<file path="config.mk">
export PLATFORM = sky130hd
export DESIGN_NAME = rhls_div_cell
export DESIGN_NICKNAME = d
export VERILOG_FILES = /design/src/sv/rhls_pkg.sv /design/src/sv/rhls_div_cell.sv
export SDC_FILE = /design/constraint.sdc
export NUM_CORES = 1
export LEC_CHECK = 0
export BUFFER_PORTS_ARGS = -buffer_cell sky130_fd_sc_hd__buf_2
export CELL_PAD_IN_SITES_DETAIL_PLACEMENT = 0
export CELL_PAD_IN_SITES_GLOBAL_PLACEMENT = 1
export CORE_ASPECT_RATIO = 1.4
export CORE_MARGIN = 4
export CORE_UTILIZATION = 41
export CTS_CLUSTER_DIAMETER = 30
export DETAILED_ROUTE_END_ITERATION = 10
export PLACE_DENSITY = 0.92
export SYNTH_ARGS = -nofsm -noshare
export SYNTH_HDL_FRONTEND = slang
export SYNTH_SLANG_ARGS = --single-unit
</file>
<file path="constraint.sdc">
create_clock -name clock -period 8.95 [get_ports clock]
set_input_delay 1.3425 -clock clock [delete_from_list [all_inputs] [get_ports clock]]
set_output_delay 1.3425 -clock clock [all_outputs]
set_load 0.01 [all_outputs]
</file>
<file path="src/sv/rhls_pkg.sv">
`default_nettype none
// ----------------------------------------------------------------------------
// rhls_pkg
// Shared types and constants of the RGB to hue / lightness / saturation
// converter: fixed-point scale, datapath widths and the words handed from
// cell to cell.
// ----------------------------------------------------------------------------
package rhls_pkg;

   // fixed point scale, ONE means 1.0
   localparam int FRACTION_BITS = 16;
   localparam int COMP_W        = 17;
   localparam logic [COMP_W-1:0] ONE = COMP_W'(1) << FRACTION_BITS;

   // square root datapath
   localparam int SQ_W     = 34;             // r^2+g^2+b^2
   localparam int ROOT_W   = 35;             // working root register
   localparam int NORM_W   = 17;             // final norm
   localparam int SQ_STEPS = 17;             // one cell per result bit

   // divider datapath
   localparam int REM_W     = 27;
   localparam int DEN_W     = 18;
   localparam int QUO_W     = 9;
   localparam int DIV_STEPS = QUO_W;
   localparam logic [DEN_W-1:0] LIGHT_DEN = DEN_W'(3) * DEN_W'(ONE);

   // divider lanes
   localparam int LANE_HUE   = 0;
   localparam int LANE_LIGHT = 1;
   localparam int LANE_SAT   = 2;
   localparam int LANES      = 3;

   // output codes and limits
   localparam logic [8:0] HUE_ZERO_COLOR = 9'd240;
   localparam logic [6:0] SAT_CAP        = 7'd100;

   // data that rides along the root chain
   typedef struct packed {
      logic              hue_zero;
      logic [REM_W-1:0]  hue_num;
      logic [DEN_W-1:0]  hue_den;
      logic [REM_W-1:0]  sat_num;
   } side_type;

   typedef struct packed {
      logic              valid;
      logic [SQ_W-1:0]   rem;
      logic [ROOT_W-1:0] root;
      side_type          side;
   } sq_word_type;

   typedef struct packed {
      logic [REM_W-1:0] rem;
      logic [DEN_W-1:0] den;
      logic [QUO_W-1:0] quo;
   } lane_type;

   typedef struct packed {
      logic                      valid;
      logic                      hue_zero;
      logic                      norm_zero;
      lane_type [LANES-1:0]      lane;
   } div_word_type;

endpackage
`default_nettype wire

</file>
<file path="src/sv/rhls_div_cell.sv">
`default_nettype none
// ----------------------------------------------------------------------------
// rhls_div_cell
// One restoring-division step for all three lanes (hue, lightness,
// saturation). Settles quotient bit STEP of each lane.
// ----------------------------------------------------------------------------
module rhls_div_cell #(
   parameter int STEP = 0
) (
   input  wire                    clock,
   input  wire                    reset,
   input  wire                    en,
   input  rhls_pkg::div_word_type in_word,
   output rhls_pkg::div_word_type out_word
);

   logic                   valid_ff;
   rhls_pkg::div_word_type word_ff, word_in;
   logic [rhls_pkg::REM_W-1:0] shifted [rhls_pkg::LANES];

   // compare against the shifted divisor in each lane
   always_comb begin
      word_in = in_word;
      for (int i = 0; i < rhls_pkg::LANES; i++) begin
         shifted[i] = rhls_pkg::REM_W'(in_word.lane[i].den) << STEP;
         if (in_word.lane[i].rem >= shifted[i]) begin
            word_in.lane[i].rem       = in_word.lane[i].rem - shifted[i];
            word_in.lane[i].quo[STEP] = 1'b1;
         end
      end
   end

   always_ff @(posedge clock) begin
      if (reset) begin
         valid_ff <= 1'b0;
      end else if (en) begin
         valid_ff <= in_word.valid;
      end
   end

   always_ff @(posedge clock) begin
      if (en) begin
         word_ff <= word_in;
      end
   end

   always_comb begin
      out_word       = word_ff;
      out_word.valid = valid_ff;
   end

endmodule
`default_nettype wire

</file>
======== Word level (Yosys, flattened, before mapping) ========
Index checks and enable logic that the tools add are counted.
storage, ports and cells
  register bits ........................... 165
  memory bits (read-only) ................. 0
  latch bits .............................. 0
  memories ................................ 0
  RAM bits ................................ 0
  logic and storage cells ................. 24
  output and inout bits ................... 165
cells by class
  divide/modulo/power cells ............... 0
  bitwise operators ....................... 0
  $add $sub $neg .......................... 3
  mux-type cells .......................... 3
  equal/unequal tests ..................... 0
  reductions and logical operators ........ 0
  multipliers ............................. 0
  shifts and indexed selects .............. 0
  magnitude comparators ................... 3
operators by type and width
  kind                                                            count
  27-bit by 18-bit greater-or-equal comparator with 1-bit output  3
  27-bit two-way mux                                              3
  27-bit by 18-bit subtractor with 27-bit output                  3

======== Logic depth before layout (Yosys ltp) ========
  depth after elaboration ................. 2
  depth in mapped cells ................... 12
  depth with buffers taken out ............ 11

======== Worst setup path before layout ========
Ideal clock, no wire load.
  path type ............................... input-to-reg
  start point ............................. input port in_word[81] (netlist name)
  end point ............................... register word_ff, in the netlist out_word[103] (data pin)
  arrival ................................. 3627 ps
  slack ................................... 5050 ps
  stages .................................. 11
  library setup time ...................... 273 ps
  path through ............................ inv_1 > ha_1 > inv_1 > fa_1 > a211oi_1 > o21bai_1 > a2111oi_0 > o41ai_1 > a22o_1 > nor4b_1 > xor2_1
RTL lines
  element               line                 RTL
  start, declared       rhls_div_cell.sv:13  input rhls_pkg::div_word_type in_word,
  end signal, assigned  rhls_div_cell.sv:43  word_ff <= word_in;
  end, declared         rhls_div_cell.sv:18  rhls_pkg::div_word_type word_ff, word_in;

==> results.sh <==
export IMPL_fin_crit_ns=4.14
export IMPL_first_global_vias=7794
export IMPL_core_area_um2=22500
export IMPL_switchingPower_mw=0.631
export IMPL_p_int_mw=1.59
export IMPL_design_die_area_um2=25400
export IMPL_p_seq_share_pct=43.7
export IMPL_grtUsageTotal_pct=20.7
export IMPL_synth_common_cells="edfxtp_1 (164), nand2_1 (88), o21ai_0 (74)"
export IMPL_drcViolationCount=0
export IMPL_relSlewSlack_pct=31.1
export IMPL_maxCapViolCount=0
export IMPL_firstDrtPassIters=5
export IMPL_cts_hold_buffers_added=0
export IMPL_finalNonFillerCells=1497
export IMPL_clock_latency_ns=0.43
export IMPL_p_per_area_nw_per_um2=186
export IMPL_r2r_end="valid_ff$_SDFFE_PP0P_"
export IMPL_grt_overflow_total=0
export IMPL_worstSetupEndpointType="flop"
export IMPL_fin_nets=1405
export IMPL_hold_ws_ns=0.501
export IMPL_clock_fmax_mhz=241
export IMPL_required_ns=9.14
export IMPL_synth_most_common_cell="edfxtp_1"
export IMPL_initial_core_util_pct=41.7
export IMPL_cts_buffers=17
export IMPL_slew_violations=0
export IMPL_ys_ff_latch=165
export IMPL_worstHoldPathCells=2
export IMPL_fillCellCount=2047
export IMPL_synth_async_reset_ratio_pct=0
export IMPL_grt_pass1_wl_mm=41.0
export IMPL_ff2ff_path_depth=2
export IMPL_status="complete, no violations"
export IMPL_crit_slowest_cell="o21ai_2"
export IMPL_avgRoutedWirePerCell_um=17.8
export IMPL_worst_hold_path_endpoint="valid_ff$_SDFFE_PP0P_"
export IMPL_fp_row_count=65
export IMPL_syn_inst=853
export IMPL_grt_max_degree=87
export IMPL_htreeDepth=4
export IMPL_min_path_type="reg -> reg"
export IMPL_cts_root_buf="clkbuf_16"
export IMPL_postLayoutCoreUtil_pct=53.1
export IMPL_wirelength_mm=26.6
export IMPL_antenna_found_initial=7
export IMPL_place_gp_congestion=0.909
export IMPL_place_inst=1462
export IMPL_synth_area_leader_cell="edfxtp_1"
export IMPL_antenna_left=0
export IMPL_regToRegSetupSlack_ns=8.37
export IMPL_drive_gt1_share_pct=33.0
export IMPL_ys_types=77
export IMPL_dpl_worst_slack_ns=4.37
export IMPL_ys_top_cells_by_area="edfxtp_1 (52%), ha_1 (7.2%), o21ai_0 (3.9%), xor2_1 (3.5%), nand2_1 (3.5%)"
export IMPL_via_per_inst=5.19
export IMPL_synth_edf_count=164
export IMPL_yosysSeqAreaShare_pct=52.7
export IMPL_r2r_start="valid_ff$_SDFFE_PP0P_"
export IMPL_cts_resized=0
export IMPL_fp_dieH_um=187
export IMPL_rsz0062_at_grt="no"
export IMPL_swShare_pct=28.4
export IMPL_io_pins=333
export IMPL_synth_nets=1078
export IMPL_finalSetupViolations=0
export IMPL_final_area_um2=12000
export IMPL_critical_path_class="in -> reg"
export IMPL_area_growth_synth_to_final_pct=27.4
export IMPL_finalHoldViolations=0
export IMPL_ys_flop_type="edfxtp_1"
export IMPL_clockPowerShare_pct=35.1
export IMPL_cts_setup_buffers=0
export IMPL_worstHoldStart="valid_ff$_SDFFE_PP0P_"
export IMPL_clock_sinks=165
export IMPL_p_total_mw=2.23
export IMPL_cpPeakStageDelay_ns=0.74
export IMPL_setup_slack_ns=4.81
export IMPL_portBuffers=332
export IMPL_cts_clk_slew_worst_paths_ns=0.07
export IMPL_avgSynthCellArea_um2=11.0
export IMPL_yosys_warnings=0
export IMPL_crit_chain="buf_2, inv_1, ha_1, nor2b_1, o31a_1, o31ai_1, a21oi_1, o21ai_2, buf_4, mux2_1"
export IMPL_cts_buffer_depth=2
export IMPL_tns_ns=0
export IMPL_dieWidth_um=136
export IMPL_crit_arrival_ns=4.33
export IMPL_syn_cell_area_um2=9390
export IMPL_fin_crit_sh_pct=46.3
export IMPL_cp_max_fo=23
export IMPL_p_leak_nw=5.19
export IMPL_drt_iter0_drc=364
export IMPL_placed_area_um2=11300
export IMPL_final_setup_skew_ns=0
export IMPL_dp_hpwl_mm=21.0
export IMPL_num_vias=7763
export IMPL_cts_tree="built"
export IMPL_vdd_ir_drop_max_mv=0.122
export IMPL_synth_top_area_share_pct=52.5
export IMPL_worstSetupStartpointType="primary input"
export IMPL_p_comb_share_pct=21.2
export IMPL_worst_slew_pin_slew_ns=1.03
per-layer routing:
metal / track usage, % / share of wire (%) / vias up / wire length [um]
met5: 0 / 0.26 / - / 68
met4: 9.81 / 3.8 / 8 / 1010
met3: 6.65 / 9.3 / 57 / 2470
met2: 36.5 / 51 / 288 / 13600
met1: 22.1 / 36 / 3592 / 9460
li1: - / - / 3818 / -
layout by cell type (no fill, tap or decap), types with 8 or more instances in the layout:
master / synthesis / routed
ha_1: 54 / 54
edfxtp_1: 164 / 164
o31ai_1: 9 / 9
a21oi_1: 39 / 39
xor2_1: 38 / 38
o21a_1: 9 / 9
xnor2_1: 26 / 26
o21ai_0: 74 / 74
nor2b_1: 8 / 8
nor4_1: 11 / 11
nor2_1: 44 / 44
a211oi_1: 8 / 8
o21bai_1: 9 / 9
a21o_1: 24 / 24
inv_1: 68 / 68
nand4_1: 9 / 9
nor3_1: 20 / 20
buf_2: 6 / 331
clkbuf_16: 0 / 17
nand3_1: 13 / 13
nand2_1: 88 / 88
power by group through the flow:
stage | registers (mW) | logic (mW) | clock network [mW]
final | 0.973 | 0.472 | 0.781
after global routing | 0.980 | 0.521 | 0.833
after CTS | 0.974 | 0.474 | 0.796
after detailed placement | 0.990 | 0.471 | 0
after global placement | 0.989 | 0.466 | 0
after floorplan | 1.04 | 0.218 | 0
final cells by class:
type                       count  area, um2  area share, %
inverter                      68        255           2.13
antenna                        3       7.51         0.0628
sequential                   165       4940           41.3
timing repair buffer         335       1690           14.1
clock buffer                  17        425           3.56
clock inverter                15        191           1.60
multi-input combinational    593       4070           34.0
tap                          301        377           3.15
worst max-delay path by stage:
stage,start,end,slack [ns],cells past startpoint
2_1_floorplan,in_word[81],out_word[103]$_DFFE_PP_,5.05,11
3_3_place_gp,in_word[118],out_word[136]$_DFFE_PP_,4.43,10
3_5_place_dp,in_word[118],out_word[136]$_DFFE_PP_,4.37,10
4_1_cts,in_word[118],out_word[136]$_DFFE_PP_,4.84,10
5_1_grt,in_word[118],out_word[136]$_DFFE_PP_,4.61,10
6_report,in_word[118],out_word[136]$_DFFE_PP_,4.81,10
worst max-delay path: cells and delay by family:
kind	cells	cell delay, ns
AO/OA/AOI/OAI	4	1.64
buffers and inverters	3	0.54
multiplexers	1	0.34
adder cells (fa/ha/maj)	1	0.31
AND/OR/NAND/NOR	1	0.15
logic make-up (layout without fill, tap and decap cells):
logic type	after synthesis	in the layout	share of synthesized area [%]
XOR/XNOR	64	64	5.97
flip-flops	165	165	52.7
AND/OR/NAND/NOR	241	241	12.9
buffers and inverters	95	435	4.01
AO/OA/AOI/OAI	221	221	15.5
multiplexers	10	10	1.16
other	0	3	0
adder cells (fa/ha/maj)	57	57	7.84
sequential cells by signal, summed over array words and instances (netlist names):
name and count:
out_word 164, valid_ff 1
Power figures use the tool's default switching activity.
