$ cat src/sv/rhls_pkg.sv
`default_nettype none
// ----------------------------------------------------------------------------
// rhls_pkg
// Shared types and constants of the RGB to hue / lightness / saturation
// converter: fixed-point scale, datapath widths and the words handed from
// cell to cell.
// ----------------------------------------------------------------------------
package rhls_pkg;

   // fixed point scale, ONE means 1.0
   localparam int FRACTION_BITS = 16;
   localparam int COMP_W        = 17;
   localparam logic [COMP_W-1:0] ONE = COMP_W'(1) << FRACTION_BITS;

   // square root datapath
   localparam int SQ_W     = 34;             // r^2+g^2+b^2
   localparam int ROOT_W   = 35;             // working root register
   localparam int NORM_W   = 17;             // final norm
   localparam int SQ_STEPS = 17;             // one cell per result bit

   // divider datapath
   localparam int REM_W     = 27;
   localparam int DEN_W     = 18;
   localparam int QUO_W     = 9;
   localparam int DIV_STEPS = QUO_W;
   localparam logic [DEN_W-1:0] LIGHT_DEN = DEN_W'(3) * DEN_W'(ONE);

   // divider lanes
   localparam int LANE_HUE   = 0;
   localparam int LANE_LIGHT = 1;
   localparam int LANE_SAT   = 2;
   localparam int LANES      = 3;

   // output codes and limits
   localparam logic [8:0] HUE_ZERO_COLOR = 9'd240;
   localparam logic [6:0] SAT_CAP        = 7'd100;

   // data that rides along the root chain
   typedef struct packed {
      logic              hue_zero;
      logic [REM_W-1:0]  hue_num;
      logic [DEN_W-1:0]  hue_den;
      logic [REM_W-1:0]  sat_num;
   } side_type;

   typedef struct packed {
      logic              valid;
      logic [SQ_W-1:0]   rem;
      logic [ROOT_W-1:0] root;
      side_type          side;
   } sq_word_type;

   typedef struct packed {
      logic [REM_W-1:0] rem;
      logic [DEN_W-1:0] den;
      logic [QUO_W-1:0] quo;
   } lane_type;

   typedef struct packed {
      logic                      valid;
      logic                      hue_zero;
      logic                      norm_zero;
      lane_type [LANES-1:0]      lane;
   } div_word_type;

endpackage
`default_nettype wire

$ cat src/sv/rhls_sqrt_cell.sv
`default_nettype none
// ----------------------------------------------------------------------------
// rhls_sqrt_cell
// One step of the digit-by-digit integer square root. Each cell settles one
// root bit and hands remainder, partial root and side data to the next cell.
// ----------------------------------------------------------------------------
module rhls_sqrt_cell #(
   parameter int STEP = 0
) (
   input  wire                   clock,
   input  wire                   reset,
   input  wire                   en,
   input  rhls_pkg::sq_word_type in_word,
   output rhls_pkg::sq_word_type out_word
);

   localparam logic [rhls_pkg::ROOT_W-1:0] BIT_VAL =
      rhls_pkg::ROOT_W'(1) << (2 * STEP);

   logic                            valid_ff;
   logic [rhls_pkg::SQ_W-1:0]       rem_ff, rem_in;
   logic [rhls_pkg::ROOT_W-1:0]     root_ff, root_in;
   rhls_pkg::side_type              side_ff;
   logic [rhls_pkg::ROOT_W-1:0]     trial;

   // try subtracting root+bit
   always_comb begin
      trial = in_word.root + BIT_VAL;
      if (rhls_pkg::ROOT_W'(in_word.rem) >= trial) begin
         rem_in  = in_word.rem - trial[rhls_pkg::SQ_W-1:0];
         root_in = (in_word.root >> 1) + BIT_VAL;
      end else begin
         rem_in  = in_word.rem;
         root_in = in_word.root >> 1;
      end
   end

   always_ff @(posedge clock) begin
      if (reset) begin
         valid_ff <= 1'b0;
      end else if (en) begin
         valid_ff <= in_word.valid;
      end
   end

   always_ff @(posedge clock) begin
      if (en) begin
         rem_ff  <= rem_in;
         root_ff <= root_in;
         side_ff <= in_word.side;
      end
   end

   assign out_word.valid = valid_ff;
   assign out_word.rem   = rem_ff;
   assign out_word.root  = root_ff;
   assign out_word.side  = side_ff;

endmodule
`default_nettype wire

$ cat config.mk
export PLATFORM = sky130hd
export DESIGN_NAME = rhls_sqrt_cell
export DESIGN_NICKNAME = d
export VERILOG_FILES = /design/src/sv/rhls_pkg.sv /design/src/sv/rhls_sqrt_cell.sv
export SDC_FILE = /design/constraint.sdc
export NUM_CORES = 1
export LEC_CHECK = 0
export BUFFER_PORTS_ARGS = -buffer_cell sky130_fd_sc_hd__buf_2
export CORE_ASPECT_RATIO = 1.1
export CORE_MARGIN = 1
export CORE_UTILIZATION = 45
export DETAILED_ROUTE_END_ITERATION = 8
export GPL_TIMING_DRIVEN = 0
export HOLD_SLACK_MARGIN = 0.02
export PLACE_DENSITY = 0.88
export SKIP_CTS_REPAIR_TIMING = 1
export SYNTH_ARGS = -nofsm -noshare
export SYNTH_HDL_FRONTEND = slang
export SYNTH_SLANG_ARGS = --single-unit
$ cat constraint.sdc
create_clock -name clock -period 3.8 [get_ports clock]
set_clock_uncertainty 0.15 [all_clocks]
set_input_delay 0 -clock clock [delete_from_list [all_inputs] [get_ports clock]]
set_output_delay 0 -clock clock [all_outputs]
set_load 0.005 [all_outputs]
# ---- Yosys cells after proc, flatten, opt, wreduce, memory -nomap -nowiden
# Index checks and enable logic that the tools add are counted.
dict set report totals {
  register_bits 143
  in_bits 146
  out_inout_bits 143
  word_cells 14
}
dict set report op_classes {
  addsub 3
  n_lt_le_gt_ge 1
  muxes 2
}
# operator count
set op_table {}
lappend op_table {{$mux 34} 2}
lappend op_table {{$add 34x1->35 const B} 1}
lappend op_table {{$add 35x1->35 const B} 1}
lappend op_table {{$ge 34x35->1} 1}
lappend op_table {{$sub 34x34->34} 1}

# ---- Longest topological paths before layout
# Gate-level depths: netlist (run 1).
dict set report depth {
  depth_word 3
  mapped_depth 21
}

# ---- Worst setup path after synthesis (run 1)
# OpenSTA, ideal clock, no wires.
dict set report synth_path {
  kind {input-to-reg}
  start {input port in_word[74] (netlist name)}
  end {register root_ff[13] (netlist name) (data pin)}
  setup_time_ns 0.263
  t_arrival_ns 3.496
  t_required_ns 3.387
  path_slack_ns -0.109
  stages 20
  n_path_buf 3
  path_cell_list {ha_1 > nand3_1 > nor3_1 > and2_1 > buf_2 > and2b_1 > and2b_1 > nand3_1 > xor2_1 > ha_1 > clkbuf_1 > nand3_1 > nor2_1 > nand4_1 > nor4_1 > nor4b_1 > a21oi_2 > buf_2 > nand4_1 > xnor2_1}
}
dict set report synth_via {
  elab_chain_cells 3
  elab_cells_between_ends 4
  classes_between {add/sub (2); order compare (1); mux (1)}
}
# element line_no
set synth_rtl {}
lappend synth_rtl {{start: declaration} rhls_sqrt_cell.sv:13} ;# input rhls_pkg::sq_word_type in_word,
lappend synth_rtl {{$add 35x1->35} rhls_sqrt_cell.sv:28} ;# trial = in_word.root + BIT_VAL;
lappend synth_rtl {{$ge 34x35->1} rhls_sqrt_cell.sv:29} ;# if (rhls_pkg::ROOT_W'(in_word.rem) >= trial) begin
lappend synth_rtl {{$mux 34 (*)} rhls_sqrt_cell.sv:29}
lappend synth_rtl {{net root_in (one bit)} rhls_sqrt_cell.sv:22} ;# logic [rhls_pkg::ROOT_W-1:0] root_ff, root_in;
lappend synth_rtl {{end signal: assignment} rhls_sqrt_cell.sv:49} ;# root_ff <= root_in;
lappend synth_rtl {{end: declaration} rhls_sqrt_cell.sv:22}
# Mark *: on every way through the listed nets, which the timed path passes. The rest lies on a longest branch.
# A chain may end at the register's enable or synchronous reset.

# ---- Worst setup path in the final report (run 1)
dict set report layout_path {
  start {input port in_word[75] (netlist name)}
  end {register root_ff[15] (netlist name) (data pin)}
}
# The elaborated chain is that of the path after synthesis.

==> reports/qor.yml, run 1 <==
status: "finished with violations"
failed_checks: "negative hold slack"
syn_avg_cell_area_um2: 11.13
drive_gt1_frac: 0.3345
clk_latency_ps: 420
reg2regPathDepth: 3
start_kind: "primary input"
path_class: "in -> reg"
min_delay_path_depth: 3
antenna_found_initial: 4
fmax_mhz: 266.8
synth.area.top_cells: "edfxtp_1 53%, ha_1 5.6%, xnor2_1 5.5%"
clkSinkCount: 143
clk_pin_slew_ps: 70
dpl.hpwl_um: 18970
path_cells: "buf_6 -> ha_4 -> nand3_4 -> nor3_4 -> nand2_1 -> nor3_2 -> nand4_1 -> buf_4 -> nor2_1 -> xnor2_1 -> ha_1 -> nand3_1 -> nor2_2 -> nand4_1 -> nor4_4 -> nor4b_4 -> a21o_4 -> buf_4 -> nor2_2 -> xor2_1"
h-tree-depth: 4
worst_pin_slew_ps: 614.1
layout_setup_ws_ps: 51.48
reg2reg_slack_ps: 2390
fillers: 1140
drc: 0
ios: 289
root_buffer: "clkbuf_16"
start_util: 0.4656
dp.cells: 1237
synth_top_area_cell: "edfxtp_1"
die-area_um2: 18340
synth_adder_area_share: 0.05873
synth_ff_type: "edfxtp_1"
p_leak_uw: 0.005061
synth_cells: 720
slew_headroom: 0.5888
cpMaxStageDelayCell: "ha_1"
min_path_type: "in -> reg"
slew_violations: 0
ys.warnings.count: 0
cts_buffers: 17
synth-async-reset-ratio: 0
ir_drop_uv: 297.1
synth_top_family_by_area: "simple AND/OR/NAND/NOR gates"
power.share.switching: 0.2967
antenna_left: 0
synth_nets: 903
synth-compound-area-share: 0.1140
grt_pass1_vias: 6740
yosys.area.top_type_share: 0.5323
cp_top_family: "simple AND/OR/NAND/NOR gates"
yosysMostFrequentCell: "edfxtp_1"
synth-edff-count: 142
fin_util: 0.7056
synth-simple-area-share: 0.1559
crit_fanout: 10
final-instance-count-excl-fill: 1427
gp_congestion: 0.8975
clock_power_share: 0.368
firstDrtPassIters: 7
critPathCaptureType: "flop"
min_period_ps: 3749
power_density_nw_per_um2: 388.1
synth_seq_cells: 143
seq_area_frac_synth: 0.5348
required_ps: 3870
maxCapViolCount: 0
port_buffers: 282
overflow: 0
via_per_inst: 5.635
synth_xor_area_frac: 0.1006
cp_slowest_stage_delay_ps: 430
yosys-top-cells-count: "142 x edfxtp_1, 87 x nand2_1, 50 x xnor2_1"
timing.hold.ws_ps: -186.8
period_share: 0.9865
finalSetupViolations: 0
cts_tree: "yes"
p_sw_uw: 1398
grt_pass1_wl_um: 36830
hold_viol: 2
synthMuxAreaShare: 0.004061
syn_to_final_growth_pct: 51.55
clock_path_buffers: 2
wl_um: 30270
syn_area_um2: 8010
seqPwrFrac: 0.412
synthDistinctLibCells: 61
comb_power_share: 0.220
worstPathArrival_ps: 3820
grt_max_degree: 112
rows: 50
fin_nets: 1360
crit_buf_inv: 3
fp.dieH_um: 141.9
avgRoutedWirePerCell_um: 21.21
p_int_uw: 3313
critical_path_depth: 20
place_ws_ps: -1502
track_usage: 0.2703
die_width_um: 129.2
first_iter_violations: 761
core_area_um2: 17200
vias: 8041
[worst reg2reg max path, cell delays in order (launching register included)]
cell and delay (ps):
dfxtp_1 330, mux2i_1 180, nor2_1 70, dlygate4sd3_1 570
[power by group through the flow]
stage	sequential [uW]	combinational, uW	clock [uW]
2_1_floorplan	1990	418	0
3_3_place_gp	1960	815	0
3_5_place_dp	1960	834	0
4_1_cts	1930	843	1720
5_1_grt	1950	1110	1800
6_report	1940	1030	1740
[state kept, by name, summed over array words and instances (netlist names)]
name and count:
out_word 73, rem_ff 34, root_ff 35, valid_ff 1
[cells by family after synthesis]
group | count (synthesis)
AND/OR/NAND/NOR | 249
XOR/XNOR | 92
flip-flops | 143
multiplexers | 3
adder cells (fa/ha/maj) | 37
AO/OA/AOI/OAI | 145
buffers and inverters | 51
[routing by layer]
metal | routed length (um) | share of wire | vias to the layer above | global-route usage
li1 | - | - | 3583 | -
met2 | 14800 | 0.49 | 524 | 0.4502
met5 | 15 | 0.00050 | - | 0
met1 | 11550 | 0.38 | 3786 | 0.3308
met3 | 2310 | 0.076 | 146 | 0.05827
met4 | 1592 | 0.053 | 2 | 0.1325
[cell usage in the layout (no fill, tap or decap), drive strengths merged, types with 3 or more instances in the layout]
cell and count:
clkinv 6, a21oi 35, o211ai 8, nand2 87, nand2b 5, buf 314
o31a 3, ha 36, nand3 35, xor2 42, a31oi 4, and3 8
o21bai 6, nor2 38, nor3 20, dlygate4sd3 145, nor2b 4, nand4 27
a21o 7, o21ai 52, edfxtp 142, nor4 6, o31ai 6, inv 25
clkbuf 30, o21a 9, and2 9, diode 3, xnor2 50
[cell type report]
class | instances | area (um2) | share of cell area
Buffer | 29 | 203.9 | 0.01680
Antenna cell | 3 | 7.507 | 0.0006184
Multi-Input combinational cell | 526 | 3650 | 0.3007
Clock buffer | 17 | 425.4 | 0.03504
Sequential cell | 143 | 4284 | 0.3529
Clock inverter | 15 | 175.2 | 0.01443
Inverter | 17 | 63.81 | 0.005257
Tap cell | 234 | 292.8 | 0.02412
Timing Repair Buffer | 443 | 3037 | 0.2502
[final timing paths]
kind	to	start
setup / recovery	root_ff[15]$_DFFE_PP_	in_word[75]
hold reg to reg	valid_ff$_SDFFE_PP0P_	valid_ff$_SDFFE_PP0P_
setup reg to reg	valid_ff$_SDFFE_PP0P_	valid_ff$_SDFFE_PP0P_
hold / removal	root_ff[1]$_DFFE_PP_	in_word[75]
[per-stage QoR]
step / area, um2 / power, uW / TNS (ps)
2_1_floorplan: 8016 / 2405 / 0
4_1_cts: 10350 / 4492 / -50340
3_3_place_gp: 9721 / 2777 / -79390
5_1_grt: 12140 / 4856 / -520.5
6_report: 12140 / 4711 / 0
3_5_place_dp: 9754 / 2795 / -80290
No activity file was read; power rests on OpenSTA's default activity.
==> run 2: changes to the inputs <==
--- a/config.mk
+++ b/config.mk
@@ -9,11 +9,13 @@
 export CORE_ASPECT_RATIO = 1.1
 export CORE_MARGIN = 1
 export CORE_UTILIZATION = 45
+export CTS_BUF_LIST = sky130_fd_sc_hd__clkbuf_16
 export DETAILED_ROUTE_END_ITERATION = 8
 export GPL_TIMING_DRIVEN = 0
 export HOLD_SLACK_MARGIN = 0.02
 export PLACE_DENSITY = 0.88
 export SKIP_CTS_REPAIR_TIMING = 1
+export SLEW_MARGIN = 20
 export SYNTH_ARGS = -nofsm -noshare
 export SYNTH_HDL_FRONTEND = slang
 export SYNTH_SLANG_ARGS = --single-unit
==> reports/qor.yml, run 2 (same netlist as run 1, synthesis figures left out) <==
via_per_inst: 5.581  # -0.96%
required_ps: 3800  # -70 ps
status: "finished with violations"
crit_fanout: 8  # -2
timing.hold.ws_ps: -217.1  # -30.30 ps
r2r_start: "valid_ff$_SDFFE_PP0P_"
avgRoutedWirePerCell_um: 21.00  # -0.99%
final-instance-count-excl-fill: 1426  # -0.070%
fmax_mhz: 256.3  # -3.9%
fin_util: 0.7048  # -0.0008000
drive_gt1_frac: 0.3319  # -0.002521
start_kind: "primary input"
period_share: 1.027  # +0.04027
start_util: 0.4656  # unchanged
whs_endpoint: "root_ff[1]$_DFFE_PP_"
hold_viol: 2  # unchanged
die-area_um2: 18340  # unchanged
firstDrtPassIters: 5  # -2
antenna_left: 0  # unchanged
clk_pin_slew_ps: 70  # about the same
fp.dieH_um: 141.9  # unchanged
track_usage: 0.2691  # -0.001192
critPathCaptureType: "flop"
final_cell_mix: "286 x buf_2, 145 x dlygate4sd3_1, 142 x edfxtp_1, 85 x nand2_1, 48 x xnor2_1"
gp_congestion: 0.8975  # unchanged
min_delay_path_depth: 3  # unchanged
slew_headroom: 0.5829  # -0.005921
failed_checks: "negative hold slack, negative setup slack"
antenna_found_initial: 3  # -1
first_iter_violations: 763  # +0.26%
slew_violations: 0  # unchanged
cts_buffers: 17  # unchanged
reg2reg_slack_ps: 2480  # +90 ps
fin_nets: 1360  # unchanged
finalSetupViolations: 1  # +1
port_buffers: 282  # unchanged
vias: 7958  # -1.0%
clkSinkCount: 143  # unchanged
ios: 289  # unchanged
worst_pin_slew_ps: 625.6  # +11.58 ps
layout_setup_ws_ps: -101.6  # -153.0 ps
maxCapViolCount: 0  # unchanged
setup-tns-final_ps: -101.6  # -101.6 ps
min_path_type: "in -> reg"
hold_start: "in_word[75]"
dpl.hpwl_um: 19080  # +0.59%
clk_latency_ps: 430  # about the same
clock_path_buffers: 2  # unchanged
fillers: 1159  # +1.7%
worstPathArrival_ps: 3900  # +80 ps
layout_commonest_cell: "buf_2"
p_leak_uw: 0.005061  # about the same
ir_drop_uv: 313.1  # +5.4%
drc: 0  # unchanged
rsz0062_at_grt: "true"
grt_pass1_wl_um: 36680  # -0.41%
grt_max_degree: 111  # -0.89%
reg2regPathDepth: 3  # unchanged
wl_um: 29950  # -1.1%
place_area_um2: 9758  # about the same
power_density_nw_per_um2: 386.3  # -0.45%
largest_register_ffs: 73  # unchanged
core_area_um2: 17200  # unchanged
h-tree-depth: 4  # unchanged
dp.cells: 1237  # unchanged
min_period_ps: 3902  # +153.0 ps
overflow: 0  # unchanged
cts_tree: "yes"
final_cell_area_um2: 12130  # -0.11%
syn_to_final_growth_pct: 51.37
place_ws_ps: -1494  # +8.440 ps
die_width_um: 129.2  # unchanged
grt_pass1_vias: 6711  # -0.43%
rr_endpoint: "valid_ff$_SDFFE_PP0P_"
rows: 50  # unchanged
root_buffer: "clkbuf_16"
path_class: "in -> reg"
-- run 2: stage by stage --
stage | power, uW | hold WS [ps]
after floorplan | 2405 | -77.62
after CTS | 4479 | -433.8
after global placement | 2777 | 15.68
after global routing | 4833 | -214.8
after detailed placement | 2798 | 10.12
final | 4684 | -217.1
-- run 2: worst max path at each step --
stage | from | to | slack [ps] | cells after the start
after floorplan | in_word[74] | root_ff[13]$_DFFE_PP_ | 40 | 20
after global placement | in_word[75] | root_ff[26]$_DFFE_PP_ | -1510 | 21
after detailed placement | in_word[75] | root_ff[26]$_DFFE_PP_ | -1490 | 21
after CTS | in_word[75] | root_ff[16]$_DFFE_PP_ | -1110 | 21
after global routing | in_word[74] | root_ff[29]$_DFFE_PP_ | -260 | 19
final | in_word[74] | root_ff[29]$_DFFE_PP_ | -100 | 20
-- run 2: power breakdown --
| part | switching [uW] | internal (uW) |
|---|---|---|
| logic | 558 | 474 |
| registers | 41.9 | 1900 |
| clock network | 773 | 940 |
| total | 1370 | 3310 |
-- run 2: final cells by class --
| class | count | area [um2] | share of cell area |
|---|---|---|---|
| Sequential cell | 143 | 4284 | 0.3533 |
| Multi-Input combinational cell | 526 | 3636 | 0.2999 |
| Timing Repair Buffer | 443 | 3040 | 0.2507 |
| Clock buffer | 17 | 425.4 | 0.03508 |
| Tap cell | 234 | 292.8 | 0.02415 |
| Buffer | 29 | 207.7 | 0.01713 |
| Clock inverter | 15 | 170.2 | 0.01403 |
| Inverter | 17 | 63.81 | 0.005263 |
| Antenna cell | 2 | 5.005 | 0.0004128 |
-- run 2: per-layer routing --
metal / track usage / part of all wire / up-vias
met5: 0 / 0.00033 / -
met4: 0.1356 / 0.049 / 2
met3: 0.06429 / 0.075 / 131
met2: 0.4536 / 0.50 / 475
met1: 0.3191 / 0.37 / 3760
li1: - / - / 3590
-- run 2: critical path, stage by stage --
cell and delay (ps):
buf_2 150, ha_4 190, nand3_4 110, nor3_4 210, and2_4 190, buf_6 120, and2b_2 180, and2b_2 200
nand3_2 100, xor2_2 240, ha_1 310, buf_6 130, nand3_1 90, nor2_2 160, nand4_1 230, nor4_4 270
nor4b_4 100, a21o_4 250, nor4_1 490, xor2_1 160
==> run 3: changes to the inputs <==
--- a/config.mk
+++ b/config.mk
@@ -13,7 +13,7 @@
 export DETAILED_ROUTE_END_ITERATION = 8
 export GPL_TIMING_DRIVEN = 0
 export HOLD_SLACK_MARGIN = 0.02
-export PLACE_DENSITY = 0.88
+export PLACE_DENSITY = 0.76
 export SKIP_CTS_REPAIR_TIMING = 1
 export SLEW_MARGIN = 20
 export SYNTH_ARGS = -nofsm -noshare
==> reports/qor.yml, run 3 (same netlist as run 1, synthesis figures left out) <==
status: "finished with violations"
failed_checks: "negative hold slack, negative setup slack"
clk_latency_ps: 410  # -20 ps
timing.hold.ws_ps: -214.2  # +2.877 ps
port_buffers: 282  # unchanged
cp_slowest_stage_delay_ps: 460  # -30 ps
core_area_um2: 17200  # unchanged
fp.dieH_um: 141.9  # unchanged
first_iter_violations: 400  # -48%
period_share: 1.000  # -0.02625
crit_fanout: 8  # unchanged
finalSetupViolations: 1  # unchanged
grt_pass1_wl_um: 35070  # -4.4%
critPathCaptureType: "flop"
fmax_mhz: 263.0  # +2.6%
multi_input_area_um2: 3643  # +0.21%
min_delay_path_depth: 3  # unchanged
min_period_ps: 3802  # -99.76 ps
die-area_um2: 18340  # unchanged
final_cell_area_um2: 12080  # -0.38%
path_cells: "buf_2 -> ha_4 -> nand3_4 -> nor3_4 -> and2_4 -> buf_6 -> and2b_2 -> and2b_2 -> nand3_2 -> xor2_2 -> ha_1 -> buf_6 -> nand3_1 -> nor2_2 -> nand4_1 -> nor4_4 -> nor4b_4 -> a21o_4 -> nor4_1 -> xor2_1"
h-tree-depth: 4  # unchanged
worst_pin_slew_ps: 673.2  # +47.53 ps
drive_gt1_frac: 0.3367  # +0.004759
hold_viol: 2  # unchanged
wl_um: 28200  # -5.8%
gp_congestion: 0.9218  # +2.7%
slew_violations: 0  # unchanged
ios: 289  # unchanged
overflow: 0  # unchanged
layout_setup_ws_ps: -1.789  # +99.76 ps
clkSinkCount: 143  # unchanged
cts_tree: "yes"
power_density_nw_per_um2: 379.1  # -1.9%
reg2regPathDepth: 3  # unchanged
start_kind: "primary input"
rsz0062_at_grt: "true"
fillers: 1227  # +5.9%
largest_register_ffs: 73  # unchanged
clk_pin_slew_ps: 70  # about the same
rr_endpoint: "valid_ff$_SDFFE_PP0P_"
endpoint: "root_ff[25]$_DFFE_PP_"
cpMaxStageDelayCell: "nor4_1"
worstPathArrival_ps: 3780  # -120 ps
fin_nets: 1361  # +0.074%
root_buffer: "clkbuf_16"
place_area_um2: 9758  # unchanged
rows: 50  # unchanged
via_per_inst: 5.358  # -4.0%
p_leak_uw: 0.005023  # -0.75%
min_path_type: "in -> reg"
crit_path_start: "in_word[74]"
dpl.hpwl_um: 18710  # -2.0%
reg2reg_slack_ps: 2500  # +20 ps
vias: 7641  # -4.0%
ir_drop_uv: 302.5  # -3.4%
firstDrtPassIters: 7  # +2
layout_commonest_cell: "buf_2"
cts_buffers: 17  # unchanged
final_cell_mix: "287 x buf_2, 144 x dlygate4sd3_1, 142 x edfxtp_1, 85 x nand2_1, 50 x xnor2_1"
grt_max_degree: 90  # -19%
start_util: 0.4656  # unchanged
grt_pass1_vias: 6405  # -4.6%
required_ps: 3780  # -20 ps
dp.cells: 1237  # unchanged
drc: 0  # unchanged
ff_latch_area_um2: 4284  # unchanged
syn_to_final_growth_pct: 50.80
die_width_um: 129.2  # unchanged
r2r_start: "valid_ff$_SDFFE_PP0P_"
antenna_found_initial: 3  # unchanged
final-instance-count-excl-fill: 1426  # unchanged
clock_path_buffers: 2  # unchanged
slew_headroom: 0.5485  # -0.03440
path_class: "in -> reg"
maxCapViolCount: 0  # unchanged
avgRoutedWirePerCell_um: 19.78  # -5.8%
setup-tns-final_ps: -1.789  # +99.76 ps
antenna_left: 0  # unchanged
track_usage: 0.2613  # -0.007814
fin_util: 0.7021  # -0.002691
run 3: worst min path at each step:
stage / from / end / slack, ps
2_1_floorplan: reset / valid_ff$_SDFFE_PP0P_ / -80
3_3_place_gp: reset / valid_ff$_SDFFE_PP0P_ / 10
3_5_place_dp: reset / valid_ff$_SDFFE_PP0P_ / 20
4_1_cts: reset / valid_ff$_SDFFE_PP0P_ / -440
5_1_grt: in_word[75] / root_ff[1]$_DFFE_PP_ / -230
6_report: in_word[75] / root_ff[1]$_DFFE_PP_ / -210
run 3: cell type report:
cell class / instances / share of cell area
Sequential cell: 143 / 0.3547
Multi-Input combinational cell: 526 / 0.3016
Timing Repair Buffer: 444 / 0.2505
Clock buffer: 17 / 0.03522
Tap cell: 234 / 0.02424
Buffer: 29 / 0.01688
Clock inverter: 15 / 0.01139
Inverter: 17 / 0.005283
Antenna cell: 1 / 0.0002072
run 3: routing by layer:
metal	routed length (um)	vias up	GRT usage
met3	1850	55	0.06015
met5	11	-	0
met1	11320	3605	0.3260
li1	-	3590	-
met4	818	2	0.1158
met2	14200	389	0.4310
run 3: critical path, delay by kind of cell:
kind	cells	cell delay [ps]
buffers and inverters	3	380
and+or+nand+nor	12	2260
adders and majority gates	2	470
AOI/OAI and AO/OA	1	260
xor gates and xnor gates	2	420
run 3: where the power goes:
group	internal, uW	switching [uW]
registers	1900	36.1
logic	472	541
clock network	867	765
run 3: per-stage QoR:
step	setup WS (ps)	power (uW)
after floorplan	40.57	2405
after global placement	-1526	2788
after detailed placement	-1468	2791
after CTS	-1033	4421
after global routing	-67.85	4756
final	-1.789	4579
